$ cat src/rtl/core/sirt_pkg.sv
// ----------------------------------------------------------------------------
// sirt_pkg: shared types and constants
// Character codes, sequencer states and divider control words for the
// signed integer to radix text converter.
// ----------------------------------------------------------------------------
`default_nettype none

package sirt_pkg;

   localparam logic [6:0] CHAR_MINUS = 7'h2D;
   localparam logic [6:0] CHAR_ZERO  = 7'h30;
   localparam logic [6:0] CHAR_NINE  = 7'h39;
   localparam logic [6:0] CHAR_A     = 7'h41;
   localparam logic [6:0] CHAR_F     = 7'h46;

   localparam logic [4:0] RADIX_MIN   = 5'd2;
   localparam logic [4:0] RADIX_MAX   = 5'd16;
   localparam logic [4:0] RADIX_RESET = 5'd10;

   localparam int CHUNK_BITS = 8;

   typedef enum logic [1:0] {
      ST_IDLE,
      ST_DIVIDE,
      ST_SIGN,
      ST_EMIT
   } state_type;

   typedef struct packed {
      logic       start;
      logic [4:0] radix;
   } div_ctl_type;

   typedef struct packed {
      logic       done;
      logic [3:0] remainder;
   } div_stat_type;

   function automatic logic [6:0] digit_char(input logic [3:0] digit);
      logic [6:0] ch;
      if (digit < 4'd10) begin
         ch = CHAR_ZERO + {3'b000, digit};
      end else begin
         ch = CHAR_A + {3'b000, digit} - 7'd10;
      end
      return ch;
   endfunction

endpackage

`default_nettype wire

$ cat src/rtl/core/sirt_divider.sv
// ----------------------------------------------------------------------------
// sirt_divider: iterative divide by radix
// Divides an unsigned word by a radix of 2 to 16, eight dividend bits per
// cycle, giving quotient and remainder with a one-cycle done pulse.
// ----------------------------------------------------------------------------
`default_nettype none

module sirt_divider #(
   parameter int PAD_BITS = 32
) (
   input  wire                        clock,
   input  wire                        reset,
   input  sirt_pkg::div_ctl_type      ctl,
   input  wire  [PAD_BITS-1:0]        dividend,
   output sirt_pkg::div_stat_type     stat,
   output logic [PAD_BITS-1:0]        quotient
);
   import sirt_pkg::*;

   localparam int DIV_STEPS = PAD_BITS / CHUNK_BITS;
   localparam int STEP_W    = (DIV_STEPS > 1) ? $clog2(DIV_STEPS) : 1;
   localparam logic [STEP_W-1:0] LAST_STEP = STEP_W'(DIV_STEPS - 1);

   logic [PAD_BITS-1:0] work_ff, work_in;
   logic [3:0]          rem_ff, rem_in;
   logic [STEP_W-1:0]   step_ff, step_in;
   logic                busy_ff, busy_in;
   logic                done_ff, done_in;

   always_comb begin
      logic [4:0]                   r;
      logic [CHUNK_BITS-1:0]        chunk;
      logic [CHUNK_BITS-1:0]        qbits;
      logic [PAD_BITS+CHUNK_BITS-1:0] shifted;
      r       = {1'b0, rem_ff};
      chunk   = work_ff[PAD_BITS-1 -: CHUNK_BITS];
      qbits   = '0;
      for (int j = CHUNK_BITS - 1; j >= 0; j--) begin
         r = {r[3:0], chunk[j]};
         if (r >= ctl.radix) begin
            r        = r - ctl.radix;
            qbits[j] = 1'b1;
         end
      end
      shifted = {work_ff, qbits};

      work_in = work_ff;
      rem_in  = rem_ff;
      step_in = step_ff;
      busy_in = busy_ff;
      done_in = 1'b0;
      if (ctl.start) begin
         work_in = dividend;
         rem_in  = 4'd0;
         step_in = '0;
         busy_in = 1'b1;
      end else if (busy_ff) begin
         work_in = shifted[PAD_BITS-1:0];
         rem_in  = r[3:0];
         step_in = step_ff + 1'b1;
         if (step_ff == LAST_STEP) begin
            busy_in = 1'b0;
            done_in = 1'b1;
         end
      end
   end

   always_ff @(posedge clock) begin
      work_ff <= work_in;
      rem_ff  <= rem_in;
      step_ff <= step_in;
      if (reset) begin
         busy_ff <= 1'b0;
         done_ff <= 1'b0;
      end else begin
         busy_ff <= busy_in;
         done_ff <= done_in;
      end
   end

   assign stat.done      = done_ff;
   assign stat.remainder = rem_ff;
   assign quotient       = work_ff;

endmodule

`default_nettype wire

$ cat src/rtl/core/signed_integer_to_radix_text.sv
// ----------------------------------------------------------------------------
// signed_integer_to_radix_text: integer to radix text converter
// Converts one signed integer per word into ASCII text in radix 2 to 16,
// leading minus for negative values, most significant digit first.
//
//  channel  dir  handshake                  payload
//  req      in   req_tvalid / req_tready    req_tdata: value
//  rsp      out  rsp_tvalid / rsp_tready    rsp_tdata: text_char, rsp_tlast
//  csr      in   csr_we                     csr_wdata: radix
//
// Each digit comes from the shared divide-by-radix unit, which starts the
// next division as soon as the last one is done.
// A word is divided digit by digit; then a minus for a negative value and
// the digits are sent on rsp. Digits are stacked in a shift line and then
// emitted one per cycle while rsp is not stalled.
// Reset is synchronous and restores radix 10; rsp stalls hold the sequencer.
// ----------------------------------------------------------------------------
`default_nettype none

module signed_integer_to_radix_text #(
   parameter int VALUE_BITS = 32
) (
   input  wire                                    clock,
   input  wire                                    reset,
   input  wire                                    req_tvalid,
   output logic                                   req_tready,
   input  wire  [((VALUE_BITS+7)/8)*8-1:0]        req_tdata,  // value
   output logic                                   rsp_tvalid,
   input  wire                                    rsp_tready,
   output logic [7:0]                             rsp_tdata,  // text_char, zero pad
   output logic                                   rsp_tlast,
   input  wire                                    csr_we,
   input  wire  [4:0]                             csr_wdata   // radix
);
   import sirt_pkg::*;

   localparam int PAD_BITS = ((VALUE_BITS + CHUNK_BITS - 1) / CHUNK_BITS) * CHUNK_BITS;
   localparam int CNT_W    = $clog2(VALUE_BITS + 1);
   localparam logic [CNT_W-1:0] CNT_FULL = CNT_W'(VALUE_BITS - 1);
   localparam logic [CNT_W-1:0] CNT_ONE  = CNT_W'(1);

   state_type           state_ff, state_in;
   logic [4:0]          radix_ff;
   logic [4:0]          radix_eff;
   logic                neg_ff, neg_in;
   logic [CNT_W-1:0]    count_ff, count_in;
   logic [3:0]          digits_ff [VALUE_BITS];
   logic [3:0]          digits_in [VALUE_BITS];
   logic                out_valid_ff, out_valid_in;
   logic [6:0]          out_char_ff, out_char_in;
   logic                out_last_ff, out_last_in;

   logic [VALUE_BITS-1:0] in_value;
   logic [VALUE_BITS-1:0] in_mag;
   logic                  in_neg;
   logic [PAD_BITS-1:0]   dividend;
   logic [PAD_BITS-1:0]   quotient;
   div_ctl_type           div_ctl;
   div_stat_type          div_stat;
   logic                  out_free;
   logic                  accept;
   logic                  div_final;

   sirt_divider #(
      .PAD_BITS (PAD_BITS)
   ) u_divider (
      .clock    (clock),
      .reset    (reset),
      .ctl      (div_ctl),
      .dividend (dividend),
      .stat     (div_stat),
      .quotient (quotient)
   );

   always_comb begin
      if (radix_ff < RADIX_MIN) begin
         radix_eff = RADIX_MIN;
      end else if (radix_ff > RADIX_MAX) begin
         radix_eff = RADIX_MAX;
      end else begin
         radix_eff = radix_ff;
      end
   end

   assign in_value   = req_tdata[VALUE_BITS-1:0];
   assign in_neg     = in_value[VALUE_BITS-1];
   assign in_mag     = in_neg ? (~in_value + 1'b1) : in_value;
   assign req_tready = (state_ff == ST_IDLE);
   assign accept     = req_tvalid && req_tready;
   assign out_free   = !out_valid_ff || rsp_tready;
   assign div_final  = div_stat.done && ((quotient == '0) || (count_ff == CNT_FULL));

   // next state
   always_comb begin
      state_in = state_ff;
      case (state_ff)
         ST_IDLE: begin
            if (req_tvalid) begin
               state_in = ST_DIVIDE;
            end
         end
         ST_DIVIDE: begin
            if (div_final) begin
               state_in = neg_ff ? ST_SIGN : ST_EMIT;
            end
         end
         ST_SIGN: begin
            if (out_free) begin
               state_in = ST_EMIT;
            end
         end
         ST_EMIT: begin
            if (out_free && (count_ff == CNT_ONE)) begin
               state_in = ST_IDLE;
            end
         end
         default: state_in = ST_IDLE;
      endcase
   end

   // datapath and outputs
   always_comb begin
      neg_in       = neg_ff;
      count_in     = count_ff;
      digits_in    = digits_ff;
      out_valid_in = out_valid_ff && !rsp_tready;
      out_char_in  = out_char_ff;
      out_last_in  = out_last_ff;
      div_ctl.start = 1'b0;
      div_ctl.radix = radix_eff;
      dividend      = quotient;
      case (state_ff)
         ST_IDLE: begin
            dividend = PAD_BITS'(in_mag);
            if (accept) begin
               div_ctl.start = 1'b1;
               neg_in        = in_neg;
               count_in      = '0;
            end
         end
         ST_DIVIDE: begin
            if (div_stat.done) begin
               digits_in[0] = div_stat.remainder;
               for (int i = 1; i < VALUE_BITS; i++) begin
                  digits_in[i] = digits_ff[i-1];
               end
               count_in = count_ff + 1'b1;
               if (!div_final) begin
                  div_ctl.start = 1'b1;
               end
            end
         end
         ST_SIGN: begin
            if (out_free) begin
               out_valid_in = 1'b1;
               out_char_in  = CHAR_MINUS;
               out_last_in  = 1'b0;
            end
         end
         ST_EMIT: begin
            if (out_free) begin
               out_valid_in = 1'b1;
               out_char_in  = digit_char(digits_ff[0]);
               out_last_in  = (count_ff == CNT_ONE);
               for (int i = 0; i < VALUE_BITS - 1; i++) begin
                  digits_in[i] = digits_ff[i+1];
               end
               count_in = count_ff - 1'b1;
            end
         end
         default: begin
         end
      endcase
   end

   always_ff @(posedge clock) begin
      digits_ff   <= digits_in;
      out_char_ff <= out_char_in;
      out_last_ff <= out_last_in;
      neg_ff      <= neg_in;
      if (reset) begin
         state_ff     <= ST_IDLE;
         radix_ff     <= RADIX_RESET;
         count_ff     <= '0;
         out_valid_ff <= 1'b0;
      end else begin
         state_ff     <= state_in;
         count_ff     <= count_in;
         out_valid_ff <= out_valid_in;
         if (csr_we) begin
            radix_ff <= csr_wdata;
         end
      end
   end

   assign rsp_tvalid = out_valid_ff;
   assign rsp_tdata  = {1'b0, out_char_ff};
   assign rsp_tlast  = out_last_ff;

endmodule

`default_nettype wire

$ cat config.mk
export PLATFORM = sky130hd
export DESIGN_NAME = signed_integer_to_radix_text
export DESIGN_NICKNAME = d
export VERILOG_FILES = /design/src/rtl/core/sirt_pkg.sv /design/src/rtl/core/sirt_divider.sv /design/src/rtl/core/signed_integer_to_radix_text.sv
export SDC_FILE = /design/constraint.sdc
export NUM_CORES = 1
export LEC_CHECK = 0
export BUFFER_PORTS_ARGS = -buffer_cell sky130_fd_sc_hd__buf_2
export CORE_MARGIN = 8
export CORE_UTILIZATION = 39
export CTS_CLUSTER_DIAMETER = 40
export DETAILED_ROUTE_END_ITERATION = 12
export GPL_TIMING_DRIVEN = 0
export PLACE_DENSITY = 0.65
export SLEW_MARGIN = 20
export SYNTH_ARGS = -nofsm -noshare
export SYNTH_HDL_FRONTEND = slang
export SYNTH_SLANG_ARGS = --single-unit
$ cat constraint.sdc
create_clock -name clock -period 14.8 [get_ports clock]
set_input_delay 2.96 -clock clock [delete_from_list [all_inputs] [get_ports clock]]
set_output_delay 2.96 -clock clock [all_outputs]
set_load 0.01 [all_outputs]
==> results of run 1 <==
==> final cells by class <==
type	count	area [µm²]	share of cell area, %
Multi-Input combinational cell	614	4580	38.5
Inverter	42	158	1.32
Tap cell	341	427	3.58
Clock buffer	17	425	3.57
Clock inverter	15	225	1.89
Sequential cell	191	5520	46.3
Timing Repair Buffer	64	377	3.16
Buffer	51	195	1.64
==> stage by stage <==
| stage | setup TNS (ps) | utilization, % | cell area [µm²] | instances |
|---|---|---|---|---|
| final | 0 | 44.8 | 11900 | 1335 |
| after global placement | -139250 | 41.8 | 11100 | 1288 |
| after floorplan | 0 | - | 10400 | 898 |
| after global routing | 0 | 44.8 | 11900 | 1335 |
| after detailed placement | 0 | 42.3 | 11200 | 1303 |
| after CTS | 0 | 44.8 | 11900 | 1335 |
==> per-layer routing <==
metal	up-vias	GRT usage, %	share of wire (%)
met4	2	3.40	1.1
met3	22	3.00	4.1
met5	-	0	0.056
met1	3682	19.5	48
met2	141	22.9	46
li1	3622	-	-
==> registers in the layout, summed over array words and instances, names as in the netlist <==
signal,count
count_ff,6
digits_ff,128
neg_ff,1
out_char_ff,7
radix_ff,5
rsp_tlast,1
rsp_tvalid,1
state_ff,2
u_divider.busy_ff,1
u_divider.done_ff,1
u_divider.quotient,32
u_divider.rem_ff,4
u_divider.step_ff,2
==> worst max path at each step <==
stage,from,to,cells after the start
floorplan,radix_ff[2]$_SDFFE_PP0P_,u_divider.rem_ff[3]$_SDFFE_PP0P_,47
global placement,rsp_tready,digits_ff[35]$_DFFE_PP_,4
detailed placement,radix_ff[4]$_SDFFE_PP0P_,u_divider.rem_ff[3]$_SDFFE_PP0P_,49
CTS,radix_ff[4]$_SDFFE_PP0P_,u_divider.rem_ff[3]$_SDFFE_PP0P_,49
global route,radix_ff[4]$_SDFFE_PP0P_,u_divider.rem_ff[1]$_SDFFE_PP0P_,48
finish,radix_ff[4]$_SDFFE_PP0P_,u_divider.rem_ff[1]$_SDFFE_PP0P_,48
==> synth_stat cells, drive strengths merged (9+ instances only) <==
cell type / count / area (µm²)
xor2: 22 / 193
inv: 41 / 154
mux2i: 16 / 160
xnor2: 22 / 193
edfxtp: 169 / 5070
o21a: 10 / 75.1
o21ai: 30 / 150
nor2b: 12 / 75.1
dfxtp: 22 / 440
nor2: 67 / 251
nor3: 12 / 60.1
nor4: 11 / 68.8
a21oi: 51 / 255
nand2: 54 / 203
clkbuf: 45 / 169
a21o: 9 / 67.6
mux2: 9 / 101
ha: 50 / 626
o31ai: 11 / 87.6
a22o: 117 / 1020
or3: 11 / 73.8
==> critical path: cells and delay by family, from the launching register on <==
kind            cells  cell delay [ps]
fa+ha+maj           8             2570
simple gates        6             1370
mux                 5             1760
buf+inv             4              680
compound gates     25             6650
flops               1              320
==> cells by family after synthesis <==
kind of cell | count (synthesis) | synth area share (%)
other | 1 | 0.0360
xor gates and xnor gates | 44 | 3.70
muxes | 25 | 2.51
AOI/OAI and AO/OA | 285 | 20.5
and+or+nand+nor | 201 | 9.40
buffers and inverters | 93 | 3.38
DFF | 191 | 52.9
adders and majority gates | 58 | 7.54
==> results.yml, run 1 <==
run_status:
  status: "completed"
synth:
  ys_types: 64
  synthesis.nets: 998
  ys.warnings.count: 0
  synth-edff-count: 169
  synth-seq-cells: 191
  ys_seq_area_share_pct: 52.9
  syn_avg_cell_area_um2: 11.6
  post_synth_inst_count: 898
  synth_ff_type: "edfxtp_1"
  syn_area_um2: 10400
  async_reset_ff_share_pct: 0
global_route:
  groute.usage.overall_pct: 14.3
  grt_pass1_vias: 7510
  grt_antenna_before_repair: 1
  grt_max_degree: 33
  grt_overflow: 0
  grt_pass1_wl_um: 38500
setup_path:
  critPathMaxStageDelay_ps: 620
  required_ps: 15150
  critPathLaunchType: "register"
  worstSetupEndpointType: "register"
  r2r_start: "radix_ff[4]$_SDFFE_PP0P_"
  worstSetupPathType: "register to register"
  cp_common_cell: "ha_1"
  reg2reg_slack_ps: 1350
  reg2reg_depth: 48
  cp_max_fo: 12
  arrival_ps: 13790
  slowest_stage: "o41ai_1"
  r2r-end: "u_divider.rem_ff[1]$_SDFFE_PP0P_"
worst_hold_path:
  min_to: "digits_ff[2]$_DFFE_PP_"
  hp-class: "register to register"
  hold_depth: 0
  min_from: "digits_ff[6]$_DFFE_PP_"
routing:
  wl_per_cell_um: 17.3
  drtPass1Iterations: 5
  first_iter_violations: 511
  avgViaCountPerCell: 5.59
  antenna_left: 0
  drt_drc_violations_left: 0
  vias: 7469
  finalWirelength_um: 23100
sta:
  finalHoldViolCount: 0
  fmax_mhz: 74.4
  relSlewSlack_pct: 45.1
  clock_skew_ps: 14.6
  post-route-min-period_ps: 13450
  setup_ws_ps: 1350
  setup_violations: 0
  max_slew.worst_pin.slew_ps: 818
  rsz0062_at_grt: "false"
  slew_violations: 0
  finalCritPeriodShare_pct: 90.9
  timing.hold.ws_ps: 452
clock_tree:
  cts_resized: 0
  post-cts-setup-buffers: 0
  cts_tree: "yes"
  cts-hold-fix-buffers: 0
  htree_levels: 4
  cts.sinks: 191
  clockBufferDepth: 2
  clk_latency_ps: 440
  cts_made_buffers: 17
  path_clk_slew_ps: 80
  cts_root_buffer: "clkbuf_16"
die:
  core-area_um2: 26600
  rows: 60
  start_util_pct: 39.2
  die_y_um: 179
  io_pins: 53
  dieArea_um2: 32200
  fp.dieW_um: 179
final_layout:
  num-fill-cells: 2479
  area_growth_pct: 14.2
  finalNetCount: 1081
  most-common-layout-cells: "edfxtp_1, a22o_1, nor2_1"
  diodes: 0
  drive_above_1_share_pct: 12.1
  layout_commonest_cell: "edfxtp_1"
placement:
  place_worst_setup_slack_ps: 806
  gp_congestion: 0.856
  dp_hpwl_um: 16900
  place.port_buffers: 49
run:
  drv_cap: 0
Power of run 1 is left out: the tool's default activity adds up to more than one toggle a clock period on the data nets, which glitch-free logic cannot reach.
==> inputs of run 2 (changes only) <==
--- a/config.mk
+++ b/config.mk
@@ -12,4 +12,5 @@
 export DETAILED_ROUTE_END_ITERATION = 12
 export GPL_TIMING_DRIVEN = 0
+export MAX_ROUTING_LAYER = met4
 export PLACE_DENSITY = 0.65
 export SLEW_MARGIN = 20
==> constraint.sdc (replaced) <==
create_clock -name clock -period 14.8 [get_ports clock]
set_input_delay 0.74 -clock clock [delete_from_list [all_inputs] [get_ports clock]]
set_output_delay 0.74 -clock clock [all_outputs]
set_load 0.01 [all_outputs]
==> run 2 against run 1 <==
Against the previous run: global-route usage up 0.40 points; clock-buffer cell count unchanged; critical path depth unchanged; routed wire length is the same; highest routed layer is now met4; largest cell class unchanged; maximum frequency decreased by 0.17%.
==> results.yml, run 2 (synthesis results as in run 1) <==
routing:
  vias: 7494
  drtPass1Iterations: 6
  top_layer: "met4"
  finalWirelength_um: 23100
  antenna_left: 0
  drt_drc_violations_left: 0
  wl_met3_um: 747
  wl_per_cell_um: 17.3
  first_iter_violations: 491
  avgViaCountPerCell: 5.61
  route.met2.wl_um: 10800
  wl_met1_um: 11300
global_route:
  grt_max_degree: 33
  grt_antenna_before_repair: 1
  grt_pass1_vias: 7516
  groute.usage.overall_pct: 14.7
  grt_overflow: 0
  grt_pass1_wl_um: 38500
die:
  rows: 60
  io_pins: 53
  dieArea_um2: 32200
  start_util_pct: 39.2
  fp.dieW_um: 179
  die_y_um: 179
  core-area_um2: 26600
sta:
  post-route-min-period_ps: 13470
  setup_violations: 0
  max_slew.worst_pin.slew_ps: 824
  finalHoldViolCount: 0
  rsz0062_at_grt: "false"
  clock_skew_ps: 15.1
  setup_tns_ps: 0
  fmax_mhz: 74.2
  finalCritPeriodShare_pct: 91.0
  slew_violations: 0
  relSlewSlack_pct: 44.7
final_layout:
  largest_reg_flops: 128
  finalNetCount: 1081
  top_register: "digits_ff"
  drive_above_1_share_pct: 12.1
  layout_commonest_cell: "edfxtp_1"
  postLayoutCoreUtil_pct: 44.8
  most-common-layout-cells: "edfxtp_1, a22o_1, nor2_1"
  area_growth_pct: 14.2
placement:
  gp_congestion: 0.870
  dp_hpwl_um: 16900
  place.port_buffers: 49
setup_path:
  critPathLaunchType: "register"
  worstSetupEndpointType: "register"
  required_ps: 15150
  cp_common_cell: "ha_1"
  cp_max_fo: 12
  critPathMaxStageDelay_ps: 620
  slowest_stage: "o41ai_1"
  arrival_ps: 13820
  worstSetupPathType: "register to register"
run_status:
  status: "completed"
clock_tree:
  post-cts-setup-buffers: 0
  cts-hold-fix-buffers: 0
  cts_root_buffer: "clkbuf_16"
  htree_levels: 4
  clk_latency_ps: 440
  path_clk_slew_ps: 80
  cts.sinks: 191
  cts_made_buffers: 17
  cts_tree: "yes"
  clockBufferDepth: 2
worst_hold_path:
  hp-class: "register to register"
run:
  drv_cap: 0
run 2: layout make-up:
type	instances	area [µm²]
diodes	1	2.50
repair buffers	64	377
well taps	341	427
multi-input cells	614	4580
flip-flops and latches	191	5520
inverters	42	158
plain buffers	51	195
clock buffers	17	425
fillers	2479	14700
clock inverters	15	225
run 2: repair_timing:
| item | 4_1_cts | 5_1_grt |
|---|---|---|
| hold endpoints to repair | 0 | 0 |
| endpoints found under the setup margin | 0 | 5 |
| gates resized for setup | 0 | 3 |
run 2: final timing paths:
check / start / end / depth (start not counted) / slack [ps]
min: digits_ff[6]$_DFFE_PP_ / digits_ff[2]$_DFFE_PP_ / 0 / 450
max: radix_ff[4]$_SDFFE_PP0P_ / u_divider.rem_ff[1]$_SDFFE_PP0P_ / 48 / 1330
min reg2reg: digits_ff[6]$_DFFE_PP_ / digits_ff[2]$_DFFE_PP_ / 0 / 450
max reg2reg: radix_ff[4]$_SDFFE_PP0P_ / u_divider.rem_ff[1]$_SDFFE_PP0P_ / 48 / 1330
run 2: through the flow:
stage / hold WS (ps) / std cells / worst slack [ps] / area [µm²]
after floorplan: 428 / 898 / 2470 / 10400
after global routing: 453 / 1336 / 28.6 / 11900
after CTS: 452 / 1335 / 661 / 11900
final: 451 / 1336 / 1330 / 11900
after detailed placement: 442 / 1303 / 806 / 11200
after global placement: 438 / 1288 / -222 / 11100
run 2: critical path: cells and delay by family, from the launching register on:
kind	cells	cell delay, ps
buffers and inverters	4	680
muxes	5	1760
adders and majority gates	8	2570
AOI/OAI and AO/OA	25	6650
and+or+nand+nor	6	1380
DFF	1	320
run 2: layer usage:
metal  global-route usage [%]  up-vias
met1                     19.6     3728
met5                        -        -
met4                     3.70        0
li1                         -     3627
met2                     22.9      125
met3                     2.62       14
Power of run 2 is left out for the same reason.
==> inputs of run 3 (changes only) <==
- CORE_ASPECT_RATIO: not set -> 1.2
- CORE_UTILIZATION: 39 -> 50
- PLACE_DENSITY: 0.65 -> 0.67
==> run 3 against run 2 <==
Against the previous run: routed wire length down 1.2%; via count down 0.80%; die area down 20%; first-iteration DRC count down 20%; register-to-register slack worse by 40 ps; sequential share of layout area up 0.55 points; critical path depth unchanged; cell count down 5.4%; critical path type unchanged; critical endpoint is now u_divider.rem_ff[3]$_SDFFE_PP0P_.
==> results.yml, run 3 (synthesis results as in run 1) <==
run_status:
  status: "completed"
worst_hold_path:
  hold_depth: 0
  min_from: "digits_ff[4]$_DFFE_PP_"
  hp-class: "register to register"
  min_to: "digits_ff[0]$_DFFE_PP_"
setup_path:
  cp_top_family: "compound AO/OA/AOI/OAI gates"
  arrival_ps: 13840
  cp_common_cell: "ha_1"
  required_ps: 15140
  reg2reg_depth: 48
  slowest_stage: "o41ai_1"
  r2r-end: "u_divider.rem_ff[3]$_SDFFE_PP0P_"
  worstSetupPathType: "register to register"
  r2r_start: "radix_ff[4]$_SDFFE_PP0P_"
  crit_buf_inv: 4
  reg2reg_slack_ps: 1290
  critPathMaxStageDelay_ps: 590
  cp_max_fo: 12
  critPathLaunchType: "register"
  worstSetupEndpointType: "register"
clock_tree:
  cts.sinks: 191
  cts_resized: 0
  cts_made_buffers: 17
  cts-hold-fix-buffers: 0
  path_clk_slew_ps: 70
  clk_latency_ps: 440
  htree_levels: 4
  clockBufferDepth: 2
  cts_root_buffer: "clkbuf_16"
  cts_tree: "yes"
  post-cts-setup-buffers: 0
die:
  fp.dieW_um: 148
  io_pins: 53
  rows: 58
  dieArea_um2: 25700
  start_util_pct: 50.4
  die_y_um: 174
  core-area_um2: 20700
sta:
  setup_tns_ps: 0
  slew_violations: 0
  max_slew.worst_pin.slew_ps: 763
  rsz0062_at_grt: "false"
  relSlewSlack_pct: 49.1
  setup_violations: 0
  post-route-min-period_ps: 13510
  clock_skew_ps: 11.9
  fmax_mhz: 74.0
  timing.hold.ws_ps: 460
  finalHoldViolCount: 0
  finalCritPeriodShare_pct: 91.3
final_layout:
  top_register: "digits_ff"
  multi_input_area_um2: 4590
  drive_above_1_share_pct: 12.1
  num-fill-cells: 1773
  finalNetCount: 1081
  stdcell_area_um2: 11800
  area_growth_pct: 12.9
  largest_reg_flops: 128
  layout_commonest_cell: "edfxtp_1"
  diodes: 0
  most-common-layout-cells: "edfxtp_1, a22o_1, nor2_1"
  seqCellArea_um2: 5520
routing:
  vias: 7434
  drt_drc_violations_left: 0
  finalWirelength_um: 22900
  wl_per_cell_um: 18.1
  antenna_left: 0
  avgViaCountPerCell: 5.88
  drtPass1Iterations: 5
  first_iter_violations: 394
placement:
  gp_congestion: 0.855
  place_area_um2: 11100
  dp_hpwl_um: 17000
  place.port_buffers: 49
global_route:
  grt_max_degree: 33
  grt_pass1_vias: 7438
  grt_antenna_before_repair: 0
  grt_overflow: 0
  grt_pass1_wl_um: 37800
  groute.usage.overall_pct: 18.8
run:
  drv_cap: 0
run 3: changes by cell type in the layout (fill, tap and decap cells not counted), sizes merged:
| cell | before | now |
|---|---|---|
| clkinv | 10 | 6 |
| inv | 46 | 49 |
| clkinvlp | 0 | 1 |
| diode | 1 | 0 |
run 3: worst max-delay path by stage:
stage,start,to,slack [ps],depth (start not counted)
finish,radix_ff[4]$_SDFFE_PP0P_,u_divider.rem_ff[3]$_SDFFE_PP0P_,1290,48
global route,radix_ff[4]$_SDFFE_PP0P_,u_divider.rem_ff[3]$_SDFFE_PP0P_,180,48
CTS,radix_ff[4]$_SDFFE_PP0P_,u_divider.rem_ff[3]$_SDFFE_PP0P_,120,49
detailed placement,radix_ff[4]$_SDFFE_PP0P_,u_divider.rem_ff[3]$_SDFFE_PP0P_,170,49
global placement,radix_ff[3]$_SDFFE_PP1P_,u_divider.rem_ff[3]$_SDFFE_PP0P_,-870,49
floorplan,radix_ff[2]$_SDFFE_PP0P_,u_divider.rem_ff[3]$_SDFFE_PP0P_,2470,47
run 3: through the flow:
stage / setup WS [ps] / utilization (%) / instances
5_1_grt: 180 / 56.9 / 1264
6_report: 1290 / 56.9 / 1264
2_1_floorplan: 2470 / - / 898
4_1_cts: 123 / 56.8 / 1264
3_5_place_dp: 174 / 53.9 / 1232
3_3_place_gp: -872 / 53.2 / 1217
run 3: layout make-up:
class                      instances  area share [%]
sequential                       191            46.9
multi-input combinational        614            39.0
clock buffer                      17            3.62
timing repair buffer              64            3.20
tap                              270            2.87
buffer                            51            1.66
clock inverter                    15            1.45
inverter                          42            1.34
run 3: worst reg2reg max path, delay by kind of cell (launching register included):
kind            cells  cell delay, ps
compound gates     26            6460
fa+ha+maj           8            2670
mux                 4            1670
simple gates        6            1620
buf+inv             4             660
flops               1             310
run 3: routing by layer:
| layer | global-route usage [%] | part of all wire, % |
|---|---|---|
| met5 | - | 0 |
| met4 | 7.07 | 2.5 |
| met3 | 2.89 | 4.1 |
| met2 | 30.2 | 48 |
| met1 | 23.5 | 45 |
Power of run 3 is left out for the same reason.
